`config.mk`:
```
export PLATFORM = sky130hd
export DESIGN_NAME = head_length_checksum_deframer_flat
export DESIGN_NICKNAME = d
export VERILOG_FILES = /design/src/rtl/core/hlcd_pkg.sv /design/src/rtl/core/hlcd_if.sv /design/src/rtl/core/hlcd_ram.sv /design/src/rtl/core/hlcd_ctrl.sv /design/src/rtl/core/hlcd_dp.sv /design/src/rtl/core/head_length_checksum_deframer.sv /design/src/flat_wrapper.sv
export SDC_FILE = /design/constraint.sdc
export NUM_CORES = 1
export LEC_CHECK = 0
export BUFFER_PORTS_ARGS = -buffer_cell sky130_fd_sc_hd__buf_4
export CORE_UTILIZATION = 34
export CTS_CLUSTER_SIZE = 8
export DETAILED_ROUTE_END_ITERATION = 16
export PLACE_DENSITY_LB_ADDON = 0.2
export SLEW_MARGIN = 20
export SYNTH_ARGS = -nofsm -noshare
export SYNTH_HDL_FRONTEND = slang
export SYNTH_SLANG_ARGS = --single-unit
```
`constraint.sdc`:
```
create_clock -name clk -period 3.76 [get_ports clk]
set_clock_uncertainty 0.15 [all_clocks]
set_input_delay 0.94 -clock clk [delete_from_list [all_inputs] [get_ports clk]]
set_output_delay 0.94 -clock clk [all_outputs]
set_load 0.01 [all_outputs]
```
`src/rtl/core/hlcd_pkg.sv`:
```
// Shared package for the head/length/checksum deframer.
// Holds field widths, default constants and the controller/datapath structs.
// No dependencies.
package hlcd_pkg;

    // Field widths
    localparam int BYTE_W  = 8;
    localparam int INDEX_W = 6;
    localparam int SUM_W   = 16;

    // Defaults
    localparam int             BUF_LEN_DEF   = 64;
    localparam logic [BYTE_W-1:0] HEAD_RESET = 8'hAA;

    // Commands from the controller to the datapath
    typedef struct packed {
        logic wr_head;   // store the head byte at entry 0, restart the frame
        logic wr_len;    // store the length byte, latch the length
        logic wr_data;   // store a body byte at the write position
        logic rd_start;  // read entry 0 for replay
        logic rd_next;   // read the next entry for replay
    } hlcd_cmd_t;

    // Status from the datapath to the controller
    typedef struct packed {
        logic is_head;   // received byte equals the head byte
        logic len_ok;    // received byte is a usable length
        logic last_pos;  // write position is the final checksum byte
        logic sum_ok;    // running sum equals the checksum word
        logic last_out;  // replay index is the final byte
    } hlcd_stat_t;

endpackage

```
`src/rtl/core/hlcd_if.sv`:
```
// Valid/ready stream interfaces for the deframer: received bytes in,
// verified frame bytes out. Depends on hlcd_pkg.
interface hlcd_rx_if;
    import hlcd_pkg::*;

    logic              valid;
    logic              ready;
    logic [BYTE_W-1:0] rx_byte;

    modport source (output valid, output rx_byte, input ready);
    modport sink   (input valid, input rx_byte, output ready);
endinterface

interface hlcd_frame_if;
    import hlcd_pkg::*;

    logic               valid;
    logic               ready;
    logic [BYTE_W-1:0]  frame_byte;
    logic [INDEX_W-1:0] byte_index;
    logic               last_byte;

    modport source (output valid, output frame_byte, output byte_index, output last_byte,
                    input ready);
    modport sink   (input valid, input frame_byte, input byte_index, input last_byte,
                    output ready);
endinterface

```
`src/rtl/core/hlcd_ram.sv`:
```
// Generic single-write, single-read RAM with registered read data.
// Standalone; no package dependency.
module hlcd_ram #(
    parameter int WIDTH = 8,
    parameter int DEPTH = 64
) (
    input  logic                     clk,
    input  logic                     we,
    input  logic [$clog2(DEPTH)-1:0] waddr,
    input  logic [WIDTH-1:0]         wdata,
    input  logic                     re,
    input  logic [$clog2(DEPTH)-1:0] raddr,
    output logic [WIDTH-1:0]         rdata
);

    logic [WIDTH-1:0] mem [DEPTH];

    // Write port
    always_ff @(posedge clk)
    begin
        if (we)
        begin
            mem[waddr] <= wdata;
        end
    end

    // Registered read, holds when not enabled
    always_ff @(posedge clk)
    begin
        if (re)
        begin
            rdata <= mem[raddr];
        end
    end

endmodule

```
`src/rtl/core/hlcd_ctrl.sv`:
```
// Frame controller: hunts for the head, takes the length and body,
// then replays a verified frame. Depends on hlcd_pkg.
module hlcd_ctrl (
    input  logic               clk,
    input  logic               rst_n,
    input  logic               rx_valid,
    output logic               rx_ready,
    output logic               out_valid,
    input  logic               out_ready,
    input  hlcd_pkg::hlcd_stat_t stat,
    output hlcd_pkg::hlcd_cmd_t  cmd
);
    import hlcd_pkg::*;

    typedef enum logic [1:0] {
        S_HEAD,
        S_LEN,
        S_DATA,
        S_SHOW
    } state_t;

    state_t state_reg;
    state_t state_next;
    logic   rx_acc;
    logic   out_acc;

    assign rx_ready  = (state_reg != S_SHOW);
    assign out_valid = (state_reg == S_SHOW);
    assign rx_acc    = rx_valid && rx_ready;
    assign out_acc   = out_valid && out_ready;

    // Next state and commands
    always_comb
    begin
        state_next = state_reg;
        cmd        = '0;
        case (state_reg)
            S_HEAD:
            begin
                if (rx_acc && stat.is_head)
                begin
                    cmd.wr_head = 1'b1;
                    state_next  = S_LEN;
                end
            end
            S_LEN:
            begin
                if (rx_acc)
                begin
                    if (stat.len_ok)
                    begin
                        cmd.wr_len = 1'b1;
                        state_next = S_DATA;
                    end
                    else
                    begin
                        state_next = S_HEAD;
                    end
                end
            end
            S_DATA:
            begin
                if (rx_acc)
                begin
                    cmd.wr_data = 1'b1;
                    if (stat.last_pos)
                    begin
                        if (stat.sum_ok)
                        begin
                            cmd.rd_start = 1'b1;
                            state_next   = S_SHOW;
                        end
                        else
                        begin
                            state_next = S_HEAD;
                        end
                    end
                end
            end
            S_SHOW:
            begin
                if (out_acc)
                begin
                    if (stat.last_out)
                    begin
                        state_next = S_HEAD;
                    end
                    else
                    begin
                        cmd.rd_next = 1'b1;
                    end
                end
            end
            default:
            begin
                state_next = S_HEAD;
            end
        endcase
    end

    // State register
    always_ff @(posedge clk or negedge rst_n)
    begin
        if (!rst_n)
        begin
            state_reg <= S_HEAD;
        end
        else
        begin
            state_reg <= state_next;
        end
    end

endmodule

```
`src/rtl/core/hlcd_dp.sv`:
```
// Deframer datapath: head register, frame store, positions, running sum
// and replay index. Depends on hlcd_pkg and hlcd_ram.
module hlcd_dp #(
    parameter int BUF_LEN = hlcd_pkg::BUF_LEN_DEF
) (
    input  logic                          clk,
    input  logic                          rst_n,
    input  logic                          cfg_we,
    input  logic [hlcd_pkg::BYTE_W-1:0]   cfg_wdata,
    input  logic [hlcd_pkg::BYTE_W-1:0]   rx_byte,
    input  hlcd_pkg::hlcd_cmd_t           cmd,
    output hlcd_pkg::hlcd_stat_t          stat,
    output logic [hlcd_pkg::BYTE_W-1:0]   frame_byte,
    output logic [hlcd_pkg::INDEX_W-1:0]  byte_index,
    output logic                          last_byte
);
    import hlcd_pkg::*;

    localparam int AW = $clog2(BUF_LEN);
    localparam logic [BYTE_W:0] LEN_MAX = (BYTE_W+1)'(BUF_LEN - 2);
    localparam logic [AW-1:0]   POS_ONE = AW'(1);
    localparam logic [AW-1:0]   POS_TWO = AW'(2);

    logic [BYTE_W-1:0] head_byte_reg;
    logic [AW-1:0]     pos_reg;
    logic [AW-1:0]     len_reg;
    logic [AW-1:0]     idx_reg;
    logic [SUM_W-1:0]  sum_reg;
    logic [BYTE_W-1:0] hi_reg;

    logic [AW-1:0]     len_cur;
    logic [AW-1:0]     len_end;
    logic              ram_we;
    logic [AW-1:0]     ram_waddr;
    logic              ram_re;
    logic [AW-1:0]     ram_raddr;
    logic              body_wr;

    // Length in force for this byte (new one while it is being taken)
    assign len_cur = cmd.wr_len ? AW'(rx_byte) : len_reg;
    assign len_end = len_reg + POS_ONE;
    assign body_wr = cmd.wr_len || cmd.wr_data;

    // Status
    assign stat.is_head  = (rx_byte == head_byte_reg);
    assign stat.len_ok   = (rx_byte != '0) && ({1'b0, rx_byte} <= LEN_MAX);
    assign stat.last_pos = (pos_reg == len_end);
    assign stat.sum_ok   = (sum_reg == {hi_reg, rx_byte});
    assign stat.last_out = (idx_reg == len_end);

    // Frame store ports
    assign ram_we    = cmd.wr_head || body_wr;
    assign ram_waddr = cmd.wr_head ? '0 : pos_reg;
    assign ram_re    = cmd.rd_start || cmd.rd_next;
    assign ram_raddr = cmd.rd_start ? '0 : idx_reg + POS_ONE;

    hlcd_ram #(
        .WIDTH (BYTE_W),
        .DEPTH (BUF_LEN)
    ) u_store (
        .clk   (clk),
        .we    (ram_we),
        .waddr (ram_waddr),
        .wdata (rx_byte),
        .re    (ram_re),
        .raddr (ram_raddr),
        .rdata (frame_byte)
    );

    // Replay outputs
    assign byte_index = INDEX_W'(idx_reg);
    assign last_byte  = stat.last_out;

    // Head byte register
    always_ff @(posedge clk or negedge rst_n)
    begin
        if (!rst_n)
        begin
            head_byte_reg <= HEAD_RESET;
        end
        else if (cfg_we)
        begin
            head_byte_reg <= cfg_wdata;
        end
    end

    // Write position, length and replay index
    always_ff @(posedge clk or negedge rst_n)
    begin
        if (!rst_n)
        begin
            pos_reg <= '0;
            len_reg <= '0;
            idx_reg <= '0;
        end
        else
        begin
            if (cmd.wr_head)
            begin
                pos_reg <= POS_ONE;
            end
            else if (cmd.wr_len)
            begin
                pos_reg <= POS_TWO;
                len_reg <= len_cur;
            end
            else if (cmd.wr_data)
            begin
                pos_reg <= pos_reg + POS_ONE;
            end

            if (cmd.rd_start)
            begin
                idx_reg <= '0;
            end
            else if (cmd.rd_next)
            begin
                idx_reg <= idx_reg + POS_ONE;
            end
        end
    end

    // Running sum over positions 1..L-1; checksum high byte at position L
    always_ff @(posedge clk)
    begin
        if (cmd.wr_head)
        begin
            sum_reg <= '0;
        end
        else if (body_wr && (pos_reg < len_cur))
        begin
            sum_reg <= sum_reg + SUM_W'(rx_byte);
        end

        if (body_wr && (pos_reg == len_cur))
        begin
            hi_reg <= rx_byte;
        end
    end

endmodule

```
`src/rtl/core/head_length_checksum_deframer.sv`:
```
// Head/length/sum16 deframer top level. Depends on hlcd_pkg, hlcd_if,
// hlcd_ram, hlcd_ctrl and hlcd_dp.
//
// Received bytes are taken one per cycle while a frame is being collected:
// the block waits for the head byte (cfg_wdata, reset 0xAA), takes a length
// L in 1..BUF_LEN-2, then L more bytes. If the 16-bit wrapping sum of frame
// bytes 1..L-1 equals the big-endian word in the last two bytes, the whole
// frame of L+2 bytes is replayed on the frame channel, head first, one byte
// per cycle while the sink is ready, last_byte marking the final one. The
// input is held off during replay, which comes from the one frame store.
// Bad frames and bad lengths are dropped silently; the store needs no
// clearing pass after reset.
module head_length_checksum_deframer #(
    parameter int BUF_LEN = hlcd_pkg::BUF_LEN_DEF
) (
    input  logic                         clk,
    input  logic                         rst_n,
    input  logic                         cfg_we,
    input  logic [hlcd_pkg::BYTE_W-1:0]  cfg_wdata,
    hlcd_rx_if.sink                      rx,
    hlcd_frame_if.source                 frame
);
    import hlcd_pkg::*;

    hlcd_cmd_t  cmd;
    hlcd_stat_t stat;

    // Controller
    hlcd_ctrl u_ctrl (
        .clk       (clk),
        .rst_n     (rst_n),
        .rx_valid  (rx.valid),
        .rx_ready  (rx.ready),
        .out_valid (frame.valid),
        .out_ready (frame.ready),
        .stat      (stat),
        .cmd       (cmd)
    );

    // Datapath
    hlcd_dp #(
        .BUF_LEN (BUF_LEN)
    ) u_dp (
        .clk        (clk),
        .rst_n      (rst_n),
        .cfg_we     (cfg_we),
        .cfg_wdata  (cfg_wdata),
        .rx_byte    (rx.rx_byte),
        .cmd        (cmd),
        .stat       (stat),
        .frame_byte (frame.frame_byte),
        .byte_index (frame.byte_index),
        .last_byte  (frame.last_byte)
    );

    // Input is never taken while a frame is being replayed
    assert property (@(posedge clk) disable iff (!rst_n)
        !(frame.valid && rx.ready))
        else $error("input ready during replay");

    // Replay opens at the head byte
    assert property (@(posedge clk) disable iff (!rst_n)
        $rose(frame.valid) |-> (frame.byte_index == '0))
        else $error("replay does not start at index zero");

    // Within a frame the index steps by one per transaction
    assert property (@(posedge clk) disable iff (!rst_n)
        (frame.valid && frame.ready && !frame.last_byte) |=>
            (frame.valid && (frame.byte_index == INDEX_W'($past(frame.byte_index) + 1'b1))))
        else $error("replay index did not advance by one");

    // Replay ends after the last byte
    assert property (@(posedge clk) disable iff (!rst_n)
        (frame.valid && frame.ready && frame.last_byte) |=> !frame.valid)
        else $error("replay continued past the last byte");

endmodule
```
`src/flat_wrapper.sv`:
```
// flat-port wrapper written by rule: the top's interface ports become plain ports
module head_length_checksum_deframer_flat import hlcd_pkg::*;
#(
    parameter int BUF_LEN = hlcd_pkg::BUF_LEN_DEF
)
  (clk, rst_n, cfg_we, cfg_wdata, rx_valid, rx_rx_byte, rx_ready, frame_valid, frame_frame_byte, frame_byte_index, frame_last_byte, frame_ready);
  hlcd_rx_if rx_i ();
  hlcd_frame_if frame_i ();
  input  logic clk;
  input  logic rst_n;
  input  logic cfg_we;
  input  logic [hlcd_pkg::BYTE_W-1:0] cfg_wdata;
  input wire logic [$bits(rx_i.valid)-1:0] rx_valid;
  input wire logic [$bits(rx_i.rx_byte)-1:0] rx_rx_byte;
  output wire logic [$bits(rx_i.ready)-1:0] rx_ready;
  output wire logic [$bits(frame_i.valid)-1:0] frame_valid;
  output wire logic [$bits(frame_i.frame_byte)-1:0] frame_frame_byte;
  output wire logic [$bits(frame_i.byte_index)-1:0] frame_byte_index;
  output wire logic [$bits(frame_i.last_byte)-1:0] frame_last_byte;
  input wire logic [$bits(frame_i.ready)-1:0] frame_ready;
  assign rx_i.valid = rx_valid;
  assign rx_i.rx_byte = rx_rx_byte;
  assign rx_ready = rx_i.ready;
  assign frame_valid = frame_i.valid;
  assign frame_frame_byte = frame_i.frame_byte;
  assign frame_byte_index = frame_i.byte_index;
  assign frame_last_byte = frame_i.last_byte;
  assign frame_i.ready = frame_ready;
  head_length_checksum_deframer #(.BUF_LEN(BUF_LEN)) u_core (.clk(clk), .rst_n(rst_n), .cfg_we(cfg_we), .cfg_wdata(cfg_wdata), .rx(rx_i), .frame(frame_i));
endmodule
```
==> summary.md <==
| Metric | Value |
|---|---|
| Slowest stage delay, CP | 0.54 ns |
| Ys flop type | edfxtp_1 |
| Post-synthesis sequential area ratio | 70.1% |
| Min Tclk post-route | roughly 3.7 ns |
| Row count | 97 |
| R2r setup slk | 0.10 ns |
| Setup violations, final | 0 |
| H-tree depth | 3 |
| RSZ-0062 raised after global routing | yes |
| Synth top area cells | edfxtp_1, mux4_2, dfrtp_1, mux2i_1, nor2_1 |
| Final hold slack | around 0.12 ns |
| Post-Syn Area | 24100 µm² |
| Slew headroom | a little under a third |
| Post-route DRC | 0 |
| Max_cap viols | 0 |
| Period utilisation layout | 98.8% |
| Starting density of the core | ~34% |
| Clk buf depth | 3 |
| Worst setup startpoint | rx_rx_byte[1] |
| Ant diodes | 0 |
| Critical Path AT | approximately 4.1 ns |
| Worst Setup Path Type | in -> reg |
| Placed instance count | 2613 |
| Reg2reg start | u_core.u_dp.byte_index[0] |
| Critical-path cell list | buf_12 > or4_4 > o221ai_4 > or2_4 > mux2_4 > inv_2 > ha_4 > a21o_1 > a21oi_2 > nor2b_2 > a2111oi_4 > and2_4 > nand4_1 > or3_4 > a21oi_2 |
| DRT Pass-1 Iters | 5 |
| Final #Nets | 1798 |
| Final Max Slew Viols | 0 |
| Fmax | between 200 and 300 MHz |
| CP required | 4.16 ns |
| PwrDens | 666 nW/µm² |
| Ports | 38 |
| Core footprint | 70000 µm² |
| Vias post-DR | around 15000 |
| Fin cells | about 2700 |
| IO buf count | 37 |
| Root Driver | clkbuf_16 |
| Via density | 5.34 |
| Crit start category | primary input |
| Initial DRC Count | 1397 |
| Synth area leader | edfxtp_1 |
| Mapped Avg Cell Area | 15.7 µm² |
| Largest net degree at the start of global routing | 68 |
| Initial antenna violation count | 1 |
| Synth-to-Final Area Change | 21.8% |
| CTS Buf Count | 81 |
| Hold Path Class | in -> async |
| Most common cell after layout, fill and taps aside | edfxtp_1 |
| Yosys warns | 0 |
| Crit end category | flip-flop |
| Clk_lat worst skew | 0.62 ns |
| Die ar. | 71900 µm² |
| TritonCTS clock tree | built |
| Tot Pwr | ~20 mW |
| Clock transition at path regs | 0.05 ns |
| Max reg flops | 512 |
| Status | finished clean |
| Synth top area share | 65.9% |
| VDD IR max | between 0.0004 and 0.0005 V |
| Vias in the first global route | 14636 |
| FFs w/ async S/R, synth | just under 5% |
| Synth Net Count | 1576 |
| Most used cell, CP | a21oi_2 |
| WL final | between 70000 and 80000 µm |
| Clock sink total | 572 |
| Worst-path maximum fanout | 6 |
| Post-CTS Hold Buffers | 0 |
| Total track usage | 20.3% |
| Cell variety after synth | slightly below 80 |
| Number of synthesized register bits | 572 |
| Hold Fails Final Rpt | 0 |
| DP HPWL | 47600 µm |
| First-pass GRT wire length | ~100000 µm |
| Placer Congestion | 0.855 |
| LEAKAGE | 9.73 nW |
| Share of layout cells above drive strength 1 | 25.8% |
| Final ANT Viol Nets | 0 |
| Most frequent cells in the layout | edfxtp_1, buf_4, nor2_1 |
| Post-synth EDFFs | 528 |
| Worst slew pin tran | 1.04 ns |
| Die Width | 268 µm |
| Crit-path slowest cell | or4_4 |
| Die Ht | roughly 270 µm |
| Post-DR wirelength/cell | ~26 µm |
| Total grt overflow | 0 |
| Synth Instances | between 1500 and 2000 |
path summary, 6_finish.rpt:
path / depth (start not counted) / end
min in group clk: 2 / u_core.u_dp.sum_reg[3]
setup / recovery: 15 / u_core.u_dp.sum_reg[14]
setup reg to reg: 9 / u_core.u_dp.u_store.rdata[7]
hold reg to reg: 2 / u_core.u_dp.sum_reg[3]
hold / removal: 1 / u_core.u_dp.head_byte_reg[2]
max in group asynchronous: 1 / u_core.u_dp.byte_index[0]
metal layers:
metal | GRT usage (%) | share of wire [%] | vias to the layer above
met5 | 0 | 0 | -
met4 | 5.87 | 1.9 | 0
met3 | 3.71 | 6.3 | 74
met1 | 27.3 | 42 | 7554
met2 | 33.6 | 49 | 480
li1 | - | - | 6501
critical path: cells and delay by family:
family / cells / cell delay, ns
and+or+nand+nor: 6 / 1.57
AOI/OAI and AO/OA: 5 / 0.89
muxes: 1 / 0.32
adders and majority gates: 1 / 0.19
buffers and inverters: 2 / 0.18
synth_stat cells, types with 5 or more instances:
cell,instances
nor2b_1,6
nor3_1,28
dfrtp_1,24
a211oi_1,11
o2111ai_1,8
o211ai_1,18
a21o_1,14
a221o_1,6
and3_1,6
o21a_1,7
mux4_2,71
buf_4,8
a221oi_1,15
ha_1,17
a311oi_1,6
inv_1,21
clkbuf_1,40
o21ai_1,9
and2_1,7
dfxtp_1,16
mux2_2,29
o221ai_1,5
nand2_1,94
buf_2,34
xor2_1,16
xnor2_1,37
nor2_1,127
a31oi_1,11
or2_2,5
nand4_1,13
edfxtp_1,528
nand3b_1,7
o311ai_0,6
or3_1,5
nand3_1,27
a21oi_1,62
o21ai_0,64
mux2i_1,49
through the flow:
| stage | instance area (µm²) | TNS [ns] | util, % | setup slack [ns] |
|---|---|---|---|---|
| 2_1_floorplan | 24100 | -1.09 | - | -0.225 |
| 3_3_place_gp | 26900 | -129.72 | 38.4 | -0.784 |
| 3_5_place_dp | 26900 | -127.63 | 38.4 | -0.741 |
| 4_1_cts | 29200 | 0 | 41.7 | 0.0102 |
| 5_1_grt | 29300 | -0.261 | 41.9 | -0.111 |
| 6_report | 29300 | 0 | 41.9 | 0.0453 |
kinds of logic after synthesis:
family          Yosys count  synth area share [%]
mux                     149                  10.0
fa+ha+maj                18                 0.967
flops                   572                  70.1
compound gates          277                  7.70
simple gates            356                  7.03
buf+inv                 111                  2.13
xor+xnor                 54                  2.00
area by class of cell:
cell class	instances	area (µm²)
Fill cell	6358	40700
Multi-Input combinational cell	854	6870
Inverter	22	82.6
Clock inverter	6	75.1
Clock buffer	114	2190
Timing Repair Buffer	228	2030
Tap cell	940	1180
Sequential cell	572	16900
report_power, final:
| part | switching, mW | internal (mW) | total [mW] |
|---|---|---|---|
| clock | 2.65 | 4.00 | 6.66 |
| sequential | 0.148 | 7.14 | 7.29 |
| combinational | 3.30 | 2.28 | 5.57 |
what timing repair did:
action                                  CTS  global route
endpoints found under the setup margin    5            12
gates cloned                              1             0
pin swaps                                 1             6
gates resized for setup                   4            26
setup buffers                             0             2
(Power assumes the default switching activity.)
